==> src/sv/source_text_tokenizer_macros.svh <==
// Assertion shorthands shared by the tokenizer modules.
// Each expects clk_i and rst_ni in scope.
`ifndef SOURCE_TEXT_TOKENIZER_MACROS_SVH
`define SOURCE_TEXT_TOKENIZER_MACROS_SVH

`define STT_ASSERT(name, prop, msg) \
  name: assert property (@(posedge clk_i) disable iff (!rst_ni) (prop)) else $error(msg);

`define STT_ASSERT_IMPL(name, ante, cons, msg) \
  name: assert property (@(posedge clk_i) disable iff (!rst_ni) (ante) |-> (cons)) \
    else $error(msg);

`define STT_ASSERT_NEXT(name, ante, cons, msg) \
  name: assert property (@(posedge clk_i) disable iff (!rst_ni) (ante) |=> (cons)) \
    else $error(msg);

`endif

==> src/sv/stt_pkg.sv <==
`timescale 1ns / 1ps
package stt_pkg;

  // default counter widths
  localparam int STT_OFFSET_BITS = 32;
  localparam int STT_LINE_BITS   = 16;
  localparam int STT_COLUMN_BITS = 16;
  localparam int STT_LENGTH_BITS = 16;

  // fixed widths of the result fields
  localparam int OFS_FW  = 32;
  localparam int LINE_FW = 16;
  localparam int COL_FW  = 16;
  localparam int LEN_FW  = 16;

  // tokens per transaction bundle and bundles in the queue
  localparam int TOK_SLOTS   = 3;
  localparam int SLOT_W      = 2;
  localparam int QUEUE_DEPTH = 2;

  localparam logic [2:0] KIND_IDENT   = 3'd0;
  localparam logic [2:0] KIND_KEYWORD = 3'd1;
  localparam logic [2:0] KIND_NUMBER  = 3'd2;
  localparam logic [2:0] KIND_SYMBOL  = 3'd3;
  localparam logic [2:0] KIND_END     = 3'd4;

  typedef struct packed {
    logic [7:0] text_byte;
    logic       byte_present;
    logic       end_of_text;
  } in_item_t;

  typedef struct packed {
    logic [2:0]         token_kind;
    logic [2:0]         keyword_index;
    logic [OFS_FW-1:0]  start_offset;
    logic [LEN_FW-1:0]  token_length;
    logic               length_clipped;
    logic [LINE_FW-1:0] start_line;
    logic [COL_FW-1:0]  start_column;
    logic [7:0]         first_char;
    logic [7:0]         second_char;
    logic               last_of_run;
  } out_item_t;

  // all tokens caused by one input transaction, in emission order
  typedef struct packed {
    logic [SLOT_W-1:0]            cnt;
    out_item_t [TOK_SLOTS-1:0]    tok;
  } bundle_t;

endpackage

==> src/sv/stt_front.sv <==
`timescale 1ns / 1ps
`include "source_text_tokenizer_macros.svh"
module stt_front import stt_pkg::*; #(
  parameter int OFS_W  = STT_OFFSET_BITS,
  parameter int LINE_W = STT_LINE_BITS,
  parameter int COL_W  = STT_COLUMN_BITS,
  parameter int LEN_W  = STT_LENGTH_BITS
) (
  input  logic     clk_i,
  input  logic     rst_ni,
  input  logic     in_valid_i,
  input  logic     in_ready_i,
  input  in_item_t in_data_i,
  output logic     push_o,
  output bundle_t  bundle_o
);

  typedef enum logic [1:0] {
    MODE_IDLE,
    MODE_IDENT,
    MODE_NUMBER,
    MODE_SYMBOL
  } scan_mode_e;

  localparam logic [7:0] CH_TAB   = 8'h09;
  localparam logic [7:0] CH_LF    = 8'h0A;
  localparam logic [7:0] CH_CR    = 8'h0D;
  localparam logic [7:0] CH_SPACE = 8'h20;
  localparam logic [7:0] CH_BANG  = 8'h21;
  localparam logic [7:0] CH_LT    = 8'h3C;
  localparam logic [7:0] CH_EQ    = 8'h3D;
  localparam logic [7:0] CH_GT    = 8'h3E;
  localparam logic [7:0] CH_US    = 8'h5F;

  localparam int KW_COUNT = 5;
  localparam int KW_LEN [KW_COUNT] = '{3, 5, 2, 4, 5};
  // byte 0 is the first character; unused bytes are zero like the prefix
  localparam logic [4:0][7:0] KW_TEXT [KW_COUNT] = '{
    {8'h00, 8'h00, "r", "a", "v"},
    {"e", "l", "i", "h", "w"},
    {8'h00, 8'h00, 8'h00, "f", "i"},
    {8'h00, "e", "s", "l", "e"},
    {"t", "n", "i", "r", "p"}
  };

  localparam logic [LEN_W-1:0]  LEN_MAX  = {LEN_W{1'b1}};
  localparam logic [LINE_W-1:0] LINE_MAX = {LINE_W{1'b1}};
  localparam logic [COL_W-1:0]  COL_MAX  = {COL_W{1'b1}};

  scan_mode_e        mode_q, mode_d;
  logic [OFS_W-1:0]  pos_q, pos_d;
  logic [LINE_W-1:0] line_q, line_d;
  logic [COL_W-1:0]  col_q, col_d;
  logic [OFS_W-1:0]  tofs_q, tofs_d;
  logic [LINE_W-1:0] tline_q, tline_d;
  logic [COL_W-1:0]  tcol_q, tcol_d;
  logic [LEN_W-1:0]  len_q, len_d;
  logic              over_q, over_d;
  logic [4:0][7:0]   pfx_q, pfx_d;

  logic [LEN_W-1:0] ext_len;
  logic             ext_over;
  logic [4:0][7:0]  ext_pfx, beg_pfx;
  logic             is_alpha, is_digit, is_space, is_lead;
  logic             byte_done, accept;
  logic             a_vld, m_vld, d_vld;
  out_item_t        a_rec, m_rec, d_rec;
  logic [7:0]       c;

  function automatic logic [2:0] mode_kind(input scan_mode_e m);
    logic [2:0] k;
    unique case (m)
      MODE_IDENT:  k = KIND_IDENT;
      MODE_NUMBER: k = KIND_NUMBER;
      default:     k = KIND_SYMBOL;
    endcase
    return k;
  endfunction

  function automatic out_item_t make_rec(input logic [2:0] kind,
                                         input logic [OFS_W-1:0] ofs,
                                         input logic [LINE_W-1:0] ln,
                                         input logic [COL_W-1:0] cl,
                                         input logic [LEN_W-1:0] len,
                                         input logic over,
                                         input logic [4:0][7:0] pfx);
    out_item_t  r;
    logic [2:0] k;
    logic [2:0] kw;
    k  = kind;
    kw = '0;
    if (kind == KIND_IDENT && !over && len <= LEN_W'(5)) begin
      for (int i = 0; i < KW_COUNT; i++) begin
        if (k == KIND_IDENT && len == LEN_W'(KW_LEN[i]) && pfx == KW_TEXT[i]) begin
          k  = KIND_KEYWORD;
          kw = 3'(i);
        end
      end
    end
    r.token_kind     = k;
    r.keyword_index  = kw;
    r.start_offset   = OFS_FW'(ofs);
    r.token_length   = LEN_FW'(len);
    r.length_clipped = over;
    r.start_line     = LINE_FW'(ln);
    r.start_column   = COL_FW'(cl);
    r.first_char     = pfx[0];
    r.second_char    = (len > LEN_W'(1)) ? pfx[1] : 8'h00;
    r.last_of_run    = 1'b0;
    return r;
  endfunction

  assign c      = in_data_i.text_byte;
  assign accept = in_valid_i && in_ready_i;

  assign is_alpha = (c >= "a" && c <= "z") || (c >= "A" && c <= "Z") || c == CH_US;
  assign is_digit = c >= "0" && c <= "9";
  assign is_space = c == CH_SPACE || c == CH_TAB || c == CH_CR || c == CH_LF;
  assign is_lead  = c == CH_EQ || c == CH_BANG || c == CH_LT || c == CH_GT;

  always_comb begin
    ext_pfx = pfx_q;
    for (int i = 1; i < 5; i++) begin
      if (len_q == LEN_W'(i)) ext_pfx[i] = c;
    end
    ext_len  = (len_q == LEN_MAX) ? len_q : len_q + LEN_W'(1);
    ext_over = over_q | (len_q == LEN_MAX);
    beg_pfx    = '0;
    beg_pfx[0] = c;
  end

  always_comb begin
    mode_d  = mode_q;
    pos_d   = pos_q;
    line_d  = line_q;
    col_d   = col_q;
    tofs_d  = tofs_q;
    tline_d = tline_q;
    tcol_d  = tcol_q;
    len_d   = len_q;
    over_d  = over_q;
    pfx_d   = pfx_q;
    byte_done = 1'b0;
    a_vld = 1'b0;
    m_vld = 1'b0;
    d_vld = 1'b0;
    a_rec = '0;
    m_rec = '0;
    d_rec = '0;

    if (in_data_i.byte_present) begin
      // pending token first: either it swallows the byte or it is flushed
      unique case (mode_q)
        MODE_IDENT, MODE_NUMBER: begin
          if (is_digit || (mode_q == MODE_IDENT && is_alpha)) begin
            len_d     = ext_len;
            over_d    = ext_over;
            pfx_d     = ext_pfx;
            byte_done = 1'b1;
          end else begin
            a_vld = 1'b1;
            a_rec = make_rec(mode_kind(mode_q), tofs_q, tline_q, tcol_q, len_q, over_q,
                             pfx_q);
          end
        end
        MODE_SYMBOL: begin
          a_vld = 1'b1;
          if (c == CH_EQ) begin
            a_rec = make_rec(KIND_SYMBOL, tofs_q, tline_q, tcol_q, ext_len, ext_over,
                             ext_pfx);
            mode_d    = MODE_IDLE;
            byte_done = 1'b1;
          end else begin
            a_rec = make_rec(KIND_SYMBOL, tofs_q, tline_q, tcol_q, len_q, over_q, pfx_q);
          end
        end
        default: ;
      endcase

      if (!byte_done) begin
        mode_d = MODE_IDLE;
        if (!is_space) begin
          tofs_d  = pos_q;
          tline_d = line_q;
          tcol_d  = col_q;
          len_d   = LEN_W'(1);
          over_d  = 1'b0;
          pfx_d   = beg_pfx;
          priority if (is_alpha) begin
            mode_d = MODE_IDENT;
          end else if (is_digit) begin
            mode_d = MODE_NUMBER;
          end else if (is_lead) begin
            mode_d = MODE_SYMBOL;
          end else begin
            m_vld = 1'b1;
            m_rec = make_rec(KIND_SYMBOL, pos_q, line_q, col_q, LEN_W'(1), 1'b0, beg_pfx);
          end
        end
      end

      pos_d = pos_q + OFS_W'(1);
      if (c == CH_LF) begin
        if (line_q != LINE_MAX) line_d = line_q + LINE_W'(1);
        col_d = COL_W'(1);
      end else if (col_q != COL_MAX) begin
        col_d = col_q + COL_W'(1);
      end
    end

    if (in_data_i.end_of_text) begin
      // a byte that emits a one-byte symbol leaves nothing pending
      if (mode_d != MODE_IDLE) begin
        m_vld = 1'b1;
        m_rec = make_rec(mode_kind(mode_d), tofs_d, tline_d, tcol_d, len_d, over_d, pfx_d);
      end
      d_vld = 1'b1;
      d_rec = make_rec(KIND_END, pos_d, line_d, col_d, '0, 1'b0, '0);
      d_rec.token_kind = KIND_END;
    end
  end

  // pack valid records into the leading slots
  always_comb begin
    bundle_o.cnt    = SLOT_W'(a_vld) + SLOT_W'(m_vld) + SLOT_W'(d_vld);
    bundle_o.tok[0] = a_vld ? a_rec : (m_vld ? m_rec : d_rec);
    bundle_o.tok[1] = (a_vld && m_vld) ? m_rec : d_rec;
    bundle_o.tok[2] = d_rec;
  end

  assign push_o = accept && (a_vld || m_vld || d_vld);

  always_ff @(posedge clk_i or negedge rst_ni) begin
    if (!rst_ni) begin
      mode_q  <= MODE_IDLE;
      pos_q   <= '0;
      line_q  <= LINE_W'(1);
      col_q   <= COL_W'(1);
      tofs_q  <= '0;
      tline_q <= LINE_W'(1);
      tcol_q  <= COL_W'(1);
      len_q   <= '0;
      over_q  <= 1'b0;
      pfx_q   <= '0;
    end else if (accept) begin
      if (in_data_i.end_of_text) begin
        mode_q  <= MODE_IDLE;
        pos_q   <= '0;
        line_q  <= LINE_W'(1);
        col_q   <= COL_W'(1);
        tofs_q  <= '0;
        tline_q <= LINE_W'(1);
        tcol_q  <= COL_W'(1);
        len_q   <= '0;
        over_q  <= 1'b0;
        pfx_q   <= '0;
      end else begin
        mode_q  <= mode_d;
        pos_q   <= pos_d;
        line_q  <= line_d;
        col_q   <= col_d;
        tofs_q  <= tofs_d;
        tline_q <= tline_d;
        tcol_q  <= tcol_d;
        len_q   <= len_d;
        over_q  <= over_d;
        pfx_q   <= pfx_d;
      end
    end
  end

  `STT_ASSERT_NEXT(a_end_restarts, accept && in_data_i.end_of_text, mode_q == MODE_IDLE && pos_q == '0 && line_q == LINE_W'(1) && col_q == COL_W'(1), "text end did not restart scanner")
  `STT_ASSERT_IMPL(a_push_nonempty, push_o, bundle_o.cnt != '0, "empty bundle pushed")
  `STT_ASSERT_IMPL(a_end_is_last, push_o && in_data_i.end_of_text, bundle_o.tok[bundle_o.cnt - SLOT_W'(1)].token_kind == KIND_END, "End token not last in bundle")
  `STT_ASSERT_IMPL(a_quiet_item, in_valid_i && !in_data_i.byte_present && !in_data_i.end_of_text, !push_o, "empty transaction produced tokens")

endmodule

==> src/sv/stt_queue.sv <==
`timescale 1ns / 1ps
module stt_queue import stt_pkg::*; #(
  parameter int DEPTH = QUEUE_DEPTH
) (
  input  logic    clk_i,
  input  logic    rst_ni,
  input  logic    push_i,
  input  bundle_t data_i,
  output logic    full_o,
  input  logic    pop_i,
  output logic    valid_o,
  output bundle_t data_o
);

  localparam int PTR_W = (DEPTH > 1) ? $clog2(DEPTH) : 1;
  localparam int CNT_W = $clog2(DEPTH + 1);

  bundle_t          mem_q [DEPTH];
  logic [PTR_W-1:0] wr_ptr_q, rd_ptr_q;
  logic [CNT_W-1:0] cnt_q;

  function automatic logic [PTR_W-1:0] bump(input logic [PTR_W-1:0] p);
    return (p == PTR_W'(DEPTH - 1)) ? '0 : p + PTR_W'(1);
  endfunction

  assign full_o  = cnt_q == CNT_W'(DEPTH);
  assign valid_o = cnt_q != '0;
  assign data_o  = mem_q[rd_ptr_q];

  always_ff @(posedge clk_i) begin
    if (push_i) mem_q[wr_ptr_q] <= data_i;
  end

  always_ff @(posedge clk_i or negedge rst_ni) begin
    if (!rst_ni) begin
      wr_ptr_q <= '0;
      rd_ptr_q <= '0;
      cnt_q    <= '0;
    end else begin
      if (push_i) wr_ptr_q <= bump(wr_ptr_q);
      if (pop_i) rd_ptr_q <= bump(rd_ptr_q);
      if (push_i && !pop_i) begin
        cnt_q <= cnt_q + CNT_W'(1);
      end else if (pop_i && !push_i) begin
        cnt_q <= cnt_q - CNT_W'(1);
      end
    end
  end

endmodule

==> src/sv/stt_back.sv <==
`timescale 1ns / 1ps
`include "source_text_tokenizer_macros.svh"
module stt_back import stt_pkg::*; (
  input  logic      clk_i,
  input  logic      rst_ni,
  input  logic      q_valid_i,
  input  bundle_t   q_data_i,
  output logic      pop_o,
  output logic      out_valid_o,
  input  logic      out_ready_i,
  output out_item_t out_data_o
);

  bundle_t           bnd_q;
  logic              vld_q;
  logic [SLOT_W-1:0] idx_q;
  logic              run_last, take;

  assign run_last = idx_q == bnd_q.cnt - SLOT_W'(1);
  assign take     = vld_q && out_ready_i;
  // refill when empty or as the last token of the current bundle leaves
  assign pop_o    = q_valid_i && (!vld_q || (take && run_last));

  always_comb begin
    out_data_o             = bnd_q.tok[idx_q];
    out_data_o.last_of_run = run_last;
  end
  assign out_valid_o = vld_q;

  always_ff @(posedge clk_i) begin
    if (pop_o) bnd_q <= q_data_i;
  end

  always_ff @(posedge clk_i or negedge rst_ni) begin
    if (!rst_ni) begin
      vld_q <= 1'b0;
      idx_q <= '0;
    end else if (pop_o) begin
      vld_q <= 1'b1;
      idx_q <= '0;
    end else if (take) begin
      if (run_last) begin
        vld_q <= 1'b0;
      end else begin
        idx_q <= idx_q + SLOT_W'(1);
      end
    end
  end

  `STT_ASSERT_IMPL(a_idx_in_range, vld_q, idx_q < bnd_q.cnt, "token index beyond bundle")
  `STT_ASSERT_IMPL(a_bundle_nonempty, vld_q, bnd_q.cnt != '0, "empty bundle loaded")
  `STT_ASSERT_NEXT(a_run_continues, take && !run_last, vld_q && idx_q == $past(idx_q) + SLOT_W'(1), "bundle cut short")

endmodule

==> src/sv/source_text_tokenizer.sv <==
`timescale 1ns / 1ps
// Channel  | Handshake              | Payload
// input    | in_valid_i, in_ready_o | in_data_i  (in_item_t, one source byte)
// output   | out_valid_o, out_ready_i | out_data_o (out_item_t, one token)
//
// Takes one byte per cycle; a byte that yields two or three tokens holds the
// output for all of them, one token per cycle from the output register
// while out_ready_i is high. A two-bundle queue between scanner and output
// lets the scanner keep going while tokens wait; input stalls only when that
// queue is full. A byte's bundle passes through the queue and then the
// output register before out_valid_o rises.
// Reset is asynchronous, active low; the scanner starts at offset 0, line 1.
module source_text_tokenizer import stt_pkg::*; #(
  parameter int OFFSET_BITS = STT_OFFSET_BITS,
  parameter int LINE_BITS   = STT_LINE_BITS,
  parameter int COLUMN_BITS = STT_COLUMN_BITS,
  parameter int LENGTH_BITS = STT_LENGTH_BITS
) (
  input  logic      clk_i,
  input  logic      rst_ni,
  input  logic      in_valid_i,
  output logic      in_ready_o,
  input  in_item_t  in_data_i,
  output logic      out_valid_o,
  input  logic      out_ready_i,
  output out_item_t out_data_o
);

  logic    push, full, pop, q_valid;
  bundle_t push_bundle, q_bundle;

  assign in_ready_o = !full;

  stt_front #(
    .OFS_W  (OFFSET_BITS),
    .LINE_W (LINE_BITS),
    .COL_W  (COLUMN_BITS),
    .LEN_W  (LENGTH_BITS)
  ) u_front (
    .clk_i      (clk_i),
    .rst_ni     (rst_ni),
    .in_valid_i (in_valid_i),
    .in_ready_i (in_ready_o),
    .in_data_i  (in_data_i),
    .push_o     (push),
    .bundle_o   (push_bundle)
  );

  stt_queue #(
    .DEPTH (QUEUE_DEPTH)
  ) u_queue (
    .clk_i   (clk_i),
    .rst_ni  (rst_ni),
    .push_i  (push),
    .data_i  (push_bundle),
    .full_o  (full),
    .pop_i   (pop),
    .valid_o (q_valid),
    .data_o  (q_bundle)
  );

  stt_back u_back (
    .clk_i       (clk_i),
    .rst_ni      (rst_ni),
    .q_valid_i   (q_valid),
    .q_data_i    (q_bundle),
    .pop_o       (pop),
    .out_valid_o (out_valid_o),
    .out_ready_i (out_ready_i),
    .out_data_o  (out_data_o)
  );

endmodule
==> config.mk <==
export PLATFORM = sky130hd
export DESIGN_NAME = source_text_tokenizer
export DESIGN_NICKNAME = d
export VERILOG_FILES = /design/src/sv/stt_pkg.sv /design/src/sv/stt_front.sv /design/src/sv/stt_queue.sv /design/src/sv/stt_back.sv /design/src/sv/source_text_tokenizer.sv
export VERILOG_INCLUDE_DIRS = /design/src /design/src/sv
export SDC_FILE = /design/constraint.sdc
export NUM_CORES = 2
export LEC_CHECK = 0
export ABC_AREA = 1
export BUFFER_PORTS_ARGS = -buffer_cell sky130_fd_sc_hd__buf_2
export CAP_MARGIN = 0
export CORE_MARGIN = 4
export CORE_UTILIZATION = 55
export DETAILED_ROUTE_END_ITERATION = 7
export GPL_ROUTABILITY_DRIVEN = 0
export PLACE_DENSITY = 0.72
export SLEW_MARGIN = 20
export SYNTH_ARGS = -nofsm -noshare
export SYNTH_HDL_FRONTEND = slang
export SYNTH_SLANG_ARGS = --single-unit
==> constraint.sdc <==
create_clock -name clk_i -period 44.1 [get_ports clk_i]
set_input_delay 2.205 -clock clk_i [delete_from_list [all_inputs] [get_ports clk_i]]
set_output_delay 2.205 -clock clk_i [all_outputs]
set_load 0.05 [all_outputs]
; ---- Yosys cells after proc, flatten, opt, wreduce, memory -nomap -nowiden
; Memory sizes are Yosys's and may differ from the RTL's. A register that Yosys moved wholly into a read port is not among the register bits.
; Cells that the tools add are included.
[totals]
ff_bits = 194
mem_bits_rw = 628
inputBits = 14
word_cells = 316
memories = 1
[op_classes]
n_addsub = 12
n_lt_le_gt_ge = 12
eq_ne = 39
mux = 160
bitwise = 1
reduce_logical = 72
[mem_list]
columns = memory, words, word_bits, rd, rd_clocked_by_memory_dff, wr, line
row1 = u_queue.mem_q, 2, 314, 1, 1, 1, stt_queue.sv:18  ; bundle_t mem_q [DEPTH];
[ops]
columns = op, count
row1 = two-way mux 104 bit, 14
row2 = two-way mux 16 bit, 23
row3 = two-way mux 40 bit, 6
row4 = binary-select mux 104 bit (select 2 bit), 1
row5 = case mux 104 bit (2 select lines), 1
row6 = two-way mux 32 bit, 6
row7 = "equality test 40 x 39 -> 1 bit, second input constant", 4
row8 = two-way mux 3 bit, 49
row9 = two-way mux 103 bit, 1
row10 = "equality test 40 x 15 -> 1 bit, second input constant", 2
row11 = "equality test 40 x 23 -> 1 bit, second input constant", 2
row12 = "equality test 40 x 31 -> 1 bit, second input constant", 2
row13 = two-way mux 66 bit, 1
row14 = "equality test 16 x 2 -> 1 bit, second input constant", 4
row15 = "equality test 16 x 3 -> 1 bit, second input constant", 4
row16 = two-way mux 8 bit, 7
row17 = "adder 16 x 1 -> 16 bit, second input constant", 3
row18 = "greater-than comparator 16 x 1 -> 1 bit, second input constant", 3
row19 = "equality test 8 x 6 -> 1 bit, second input constant", 5
row20 = logical AND 1 bit, 36
row21 = two-way mux 2 bit, 18
row22 = "adder 32 x 1 -> 32 bit, second input constant", 1
row23 = "less-or-equal comparator 16 x 3 -> 1 bit, second input constant", 2
row24 = "!= test 16 bit, second input constant", 2
row25 = 28 further kinds, 99

; ---- Logic depth before layout (Yosys ltp)
[logic_depth]
depth_word = 52
depth_mapped = 32

; ---- Hierarchy
; Synthesis repeated with hierarchy kept, for this count alone.
[unflattened]
cells_unflattened = 4485
hier_area_um2 = 51812.2
[by_module_without_submodules]
columns = module, instances, cells_per_inst, area_per_inst_um2, seq_area_each_um2
row1 = stt_queue, 1, 1002, 22957.0, 18958.2
row2 = stt_front, 1, 2666, 16622.2, 4684.5
row3 = stt_back, 1, 816, 12229.2, 9414.0
row4 = source_text_tokenizer, 1, 1, 3.8, 0.0

; ---- Worst setup path before layout
; No wires, ideal clock.
[synth_path]
path_kind = input to register
startpoint = in in_data_i[4] (netlist bit)
endpoint = mem u_queue.mem_q[1][100] (netlist bit), enable pin
arrival_ns = 16.274
t_required_ns = 43.186
slack_ns = 26.913
stages = 24
path_buffers = 4
cell_sequence = buf_4 -> nand2_1 -> nor2_1 -> nand2_1 -> nand2_1 -> nand3_2 -> nand2_4 -> nand2_4 -> nand2_4 -> nand2_8 -> nand3_4 -> buf_2 -> buf_2 -> clkbuf_1 -> o22ai_1 -> inv_1 -> ha_1 -> nor2_1 -> nor2_2 -> inv_1 -> nor2_1 -> inv_1 -> o21ai_1 -> nor2_1
[synth_via]
elab_chain_len = 19
word_cells_on_any_way = 57
classes_between = 6 x order compare / 9 x eq/ne / 25 x mux / 17 x reduce/logical
[synth_lines]
columns = element, line
row1 = start: declaration, source_text_tokenizer.sv:23  ; input in_item_t in_data_i,
row2 = greater-or-equal comparator 8 x 7 -> 1 bit or less-or-equal comparator 8 x 7 -> 1 bit (tied branches), stt_front.sv:116  ; assign is_alpha = (c >= "a" && c <= "z") || (c >= "A" && c <= "Z") || c == CH_US;
row3 = logical AND 1 bit, stt_front.sv:116
row4 = logical OR 1 bit (2 in a row), stt_front.sv:116
row5 = logical AND 1 bit, stt_front.sv:155  ; if (is_digit || (mode_q == MODE_IDENT && is_alpha)) begin
row6 = logical OR 1 bit, stt_front.sv:155
row7 = two-way mux 1 bit, stt_front.sv:155
row8 = case mux 1 bit (2 select lines), stt_front.sv:153  ; unique case (mode_q)
row9 = two-way mux 1 bit, stt_front.sv:151  ; if (in_data_i.byte_present) begin
row10 = two-way mux 2 bit, stt_front.sv:180  ; if (!byte_done) begin
row11 = two-way mux 2 bit, stt_front.sv:151
row12 = nonzero test 2 bit, stt_front.sv:213  ; if (mode_d != MODE_IDLE) begin
row13 = two-way mux 1 bit, stt_front.sv:213
row14 = two-way mux 1 bit, stt_front.sv:211  ; if (in_data_i.end_of_text) begin
row15 = logical OR 1 bit (*) (2 in a row), stt_front.sv:231  ; assign push_o = accept && (a_vld || m_vld || d_vld);
row16 = logical AND 1 bit (*), stt_front.sv:231
row17 = two-way mux 1 bit (*), stt_queue.sv:31  ; if (push_i) mem_q[wr_ptr_q] <= data_i;
row18 = two-way mux 1 bit (not written as such) (*), stt_queue.sv:31
row19 = end: declaration, stt_queue.sv:18
; Mark *: on every way between the ends. The rest lies on a longest branch, timed or not. The select of a mux whose other input is x is not followed.

; ---- Worst setup path in the final report
[layout_path]
startpoint = in in_data_i[2] (netlist bit)
endpoint = mem u_queue.mem_q[0][253] (netlist bit), enable pin
; The elaborated chain is that of the path after synthesis.

==> flow_summary_export.csv <==
group,metric,value,unit
outcome,status,"complete, no violations",
critical_path,crit_slowest_cell,"buf_4",
clocking,cts_setup_buffers,0,
placed_design,portBuffers,119,
global_routing,grt_antenna_before_repair,2,
clocking,cts_sinks,1013,
critical_path,rr_worst_depth,21,
min_path,worstHoldPathCells,1,
sta,rsz0062_at_grt,"no",
sta,setup_tns,0,ps
sta,hold_viol,0,
critical_path,cp_slowest_stage_delay,940,ps
yosys,yosysSeqAreaShare,62.7,%
sta,slew_headroom,27.1,%
critical_path,reg2reg_from,"u_front.mode_q[0]",
routing,firstDrtPassIters,6,
clocking,cts_tree,"built",
power_and_ir_drop,clkPwrFrac,25.2,%
sta,max_freq,0.102,GHz
final_layout,drive_gt1_share,16.3,%
yosys,yosys_warnings,0,
critical_path,reg2reg_to,"u_queue.mem_q[0][253]",
power_and_ir_drop,leakage,18.8,nW
yosys,synth_edf_count,819,
sta,period_needed,9840,ps
routing,drc_errors,0,
yosys,synth.distinct_cells,58,
clocking,clk-insertion-delay-late,680,ps
placed_design,post-place-ws,33700,ps
routing,wl_per_cell,21.6,um
critical_path,critPathMostFrequentCell,"buf_4",
routing,wl,120000,um
critical_path,cp-start-kind,"primary input",
global_routing,grt.total_usage,26.3,%
critical_path,critPathMaxFanout,72,
sta,fin_skew,33.6,ps
die,die_w,300,um
routing,vias,33620,
global_routing,grt_pass1_wl,187000,um
power_and_ir_drop,internal_power,2.17,mW
min_path,worstHoldStart,"u_queue.cnt_q[1]",
clocking,cts_resized,0,
yosys,syn_area_per_cell,10.9,um^2
critical_path,critPathCaptureType,"flip-flop",
critical_path,worstPathArrival,10110,ps
yosys,synth_nets,4352,
power_and_ir_drop,p_per_area,67.3,mW/mm^2
critical_path,path_buf_inv,9,
critical_path,path_delay_family,"buffers and inverters",
power_and_ir_drop,swShare,37.6,%
power_and_ir_drop,p_sw,1.31,mW
yosys,netlist_area,0.0470,mm^2
critical_path,ff2ff_setup_slack,35410,ps
critical_path,critPathKind,"primary input to flip-flop",
sta,period_share,22.3,%
power_and_ir_drop,total_power,3.48,mW
global_routing,grt_max_degree,93,
final_layout,nets,4367,
clocking,cts.clk_slew.worst_paths,60,ps
clocking,cts_hold_buf,0,
routing,via_per_inst,6.04,
power_and_ir_drop,seqPwrFrac,42.4,%
routing,ant_nets,0,
sta,slew_viol_final,0,
sta,tightest_slew,1090,ps
clocking,cts_root_buf,"clkbuf_16",
global_routing,grt_pass1_vias,32334,
power_and_ir_drop,peakVddDrop,0.0000549,V
clocking,cts_buffer_depth,3,
global_routing,gr-total-overflow,0,
yosys,synthCells,4323,
placed_design,hpwl,74400,um
die,row_count,106,
flow_run,drv_cap,0,
routing,drt-initial-drc-count,3999,
die,die_h,300,um
die,initial_core_util,55.9,%
min_path,hold_path.class,"flip-flop to flip-flop",
yosys,ys_ff_latch,1013,
die,core_area,0.0841,mm^2
critical_path,cp.required,44370,ps
power_and_ir_drop,combPwrFrac,32.3,%
sta,final.setup.worst_slack,34260,ps
yosys,ys_async_sr_fraction,19.2,%
die,die-area,0.0901,mm^2
min_path,hold_end,"u_queue.cnt_q[1]",
die,io_pins,120,
clocking,cts_made_buffers,103,
clocking,htree_levels,3,
final_layout,syn_to_final_growth,10.1,%
sta,setup-violations-final,0,
yosys,synth-main-ff-cell,"edfxtp_1",
area by class of cell:
cell class | instances | area, um^2
antenna | 2 | 5.00
clock buffer | 133 | 2760
clock inverter | 60 | 641
fill | 6617 | 32400
inverter | 367 | 1400
multi-input combinational | 2690 | 15100
sequential | 1013 | 29500
tap | 1134 | 1420
timing repair buffer | 163 | 935
routing by layer:
layer / global-route usage, % / up-vias / share of wire [%]
met1: 37.7 / 16349 / 42
met2: 41.3 / 1744 / 46
met5: 0 / - / 0.010
li1: - / 15250 / -
met4: 8.47 / 2 / 2.9
met3: 4.44 / 275 / 9.1
worst register-to-register path: cells and delay by family, from the launching register on:
kind | cells | cell delay (ps)
AO/OA/AOI/OAI | 2 | 840
adder cells (fa/ha/maj) | 2 | 860
buffers and inverters | 9 | 4230
flip-flops | 1 | 400
AND/OR/NAND/NOR | 8 | 1910
cell usage after synthesis (17+ instances only):
cell type / instances / share of area [%]
inv_1: 340 / 2.7
o21ai_0: 426 / 4.5
nand4_1: 44 / 0.59
nor3_1: 44 / 0.47
o22ai_1: 150 / 2.0
mux2_2: 273 / 6.5
nand3_2: 23 / 0.49
a21oi_1: 82 / 0.87
edfxtp_1: 819 / 52
dfrtp_1: 190 / 10
o21ai_1: 17 / 0.18
xor2_1: 46 / 0.86
nand2_1: 768 / 6.1
clkbuf_1: 192 / 1.5
buf_2: 35 / 0.37
nand2_2: 19 / 0.25
inv_2: 24 / 0.19
nor2_1: 395 / 3.2
nand3_1: 200 / 2.1
nor4_1: 28 / 0.37
o32ai_1: 40 / 0.75
o221ai_1: 27 / 0.50
worst max path at each step:
stage | end | cells after the start | from | slack [ps]
global placement | u_queue.mem_q[0][133] | 25 | in_data_i[2] | 33820
floorplan | u_queue.mem_q[1][100] | 24 | in_data_i[4] | 26910
detailed placement | u_queue.mem_q[0][133] | 25 | in_data_i[2] | 33700
CTS | u_queue.mem_q[0][29] | 25 | in_data_i[2] | 34380
finish | u_queue.mem_q[0][253] | 25 | in_data_i[2] | 34260
global route | u_queue.mem_q[0][253] | 25 | in_data_i[2] | 33730
sequential cells by signal, summed over array words and instances, names as in the netlist, 8 cells and up:
| signal | flops |
|---|---|
| u_front.tcol_q | 16 |
| u_front.tline_q | 16 |
| u_front.pos_q | 32 |
| u_front.len_q | 16 |
| u_queue.mem_q | 546 |
| u_front.line_q | 16 |
| u_front.ext_pfx | 8 |
| u_front.pfx_q | 32 |
| u_front.col_q | 16 |
| u_back.bnd_q | 273 |
| u_front.tofs_q | 32 |
cell usage in the layout (no fill, tap or decap), types with 16 or more instances in the layout:
cell type and instances:
o22ai_1 150, o32ai_1 40, clkbuf_1 24, o221ai_1 27, nand4_1 44, inv_1 333
nor3_1 44, nand3_1 200, o21ai_1 17, dfrtp_1 187, mux2_2 273, buf_2 118
nand2_2 21, nor2_1 391, inv_2 25, nand2_1 766, nand3_2 23, nor2_2 16
a21oi_1 82, clkinv_2 18, clkbuf_16 104, edfxtp_1 819, clkinv_1 19, o21ai_0 426
xor2_1 46, nor4_1 28, buf_4 44
logic make-up (layout without fill, tap and decap cells):
logic type,count (synthesis),in the layout,share of synthesized area (%)
simple gates,1567,1567,14.5
flops,1013,1013,62.7
compound gates,783,783,9.56
buf+inv,620,723,5.27
mux,273,273,6.55
xor+xnor,52,52,0.970
fa+ha+maj,15,15,0.416
other cells,0,2,0
power groups by stage:
stage	logic [mW]	clock network [mW]	registers (mW)
3_5_place_dp	1.13	0	1.49
3_3_place_gp	1.12	0	1.48
4_1_cts	1.13	0.889	1.48
2_1_floorplan	0.819	0	1.54
5_1_grt	1.20	0.932	1.50
6_report	1.13	0.879	1.48
through the flow:
step / util (%) / cell area (um^2) / instances / hold WS [ps]
after floorplan: - / 47000 / 4323 / 462
after global placement: 57.4 / 48300 / 5367 / 479
after detailed placement: 57.4 / 48300 / 5367 / 494
after CTS: 61.5 / 51700 / 5560 / 502
after global routing: 61.5 / 51700 / 5561 / 514
final: 61.5 / 51700 / 5562 / 496
Note: power is estimated with default switching activity, not from simulation.
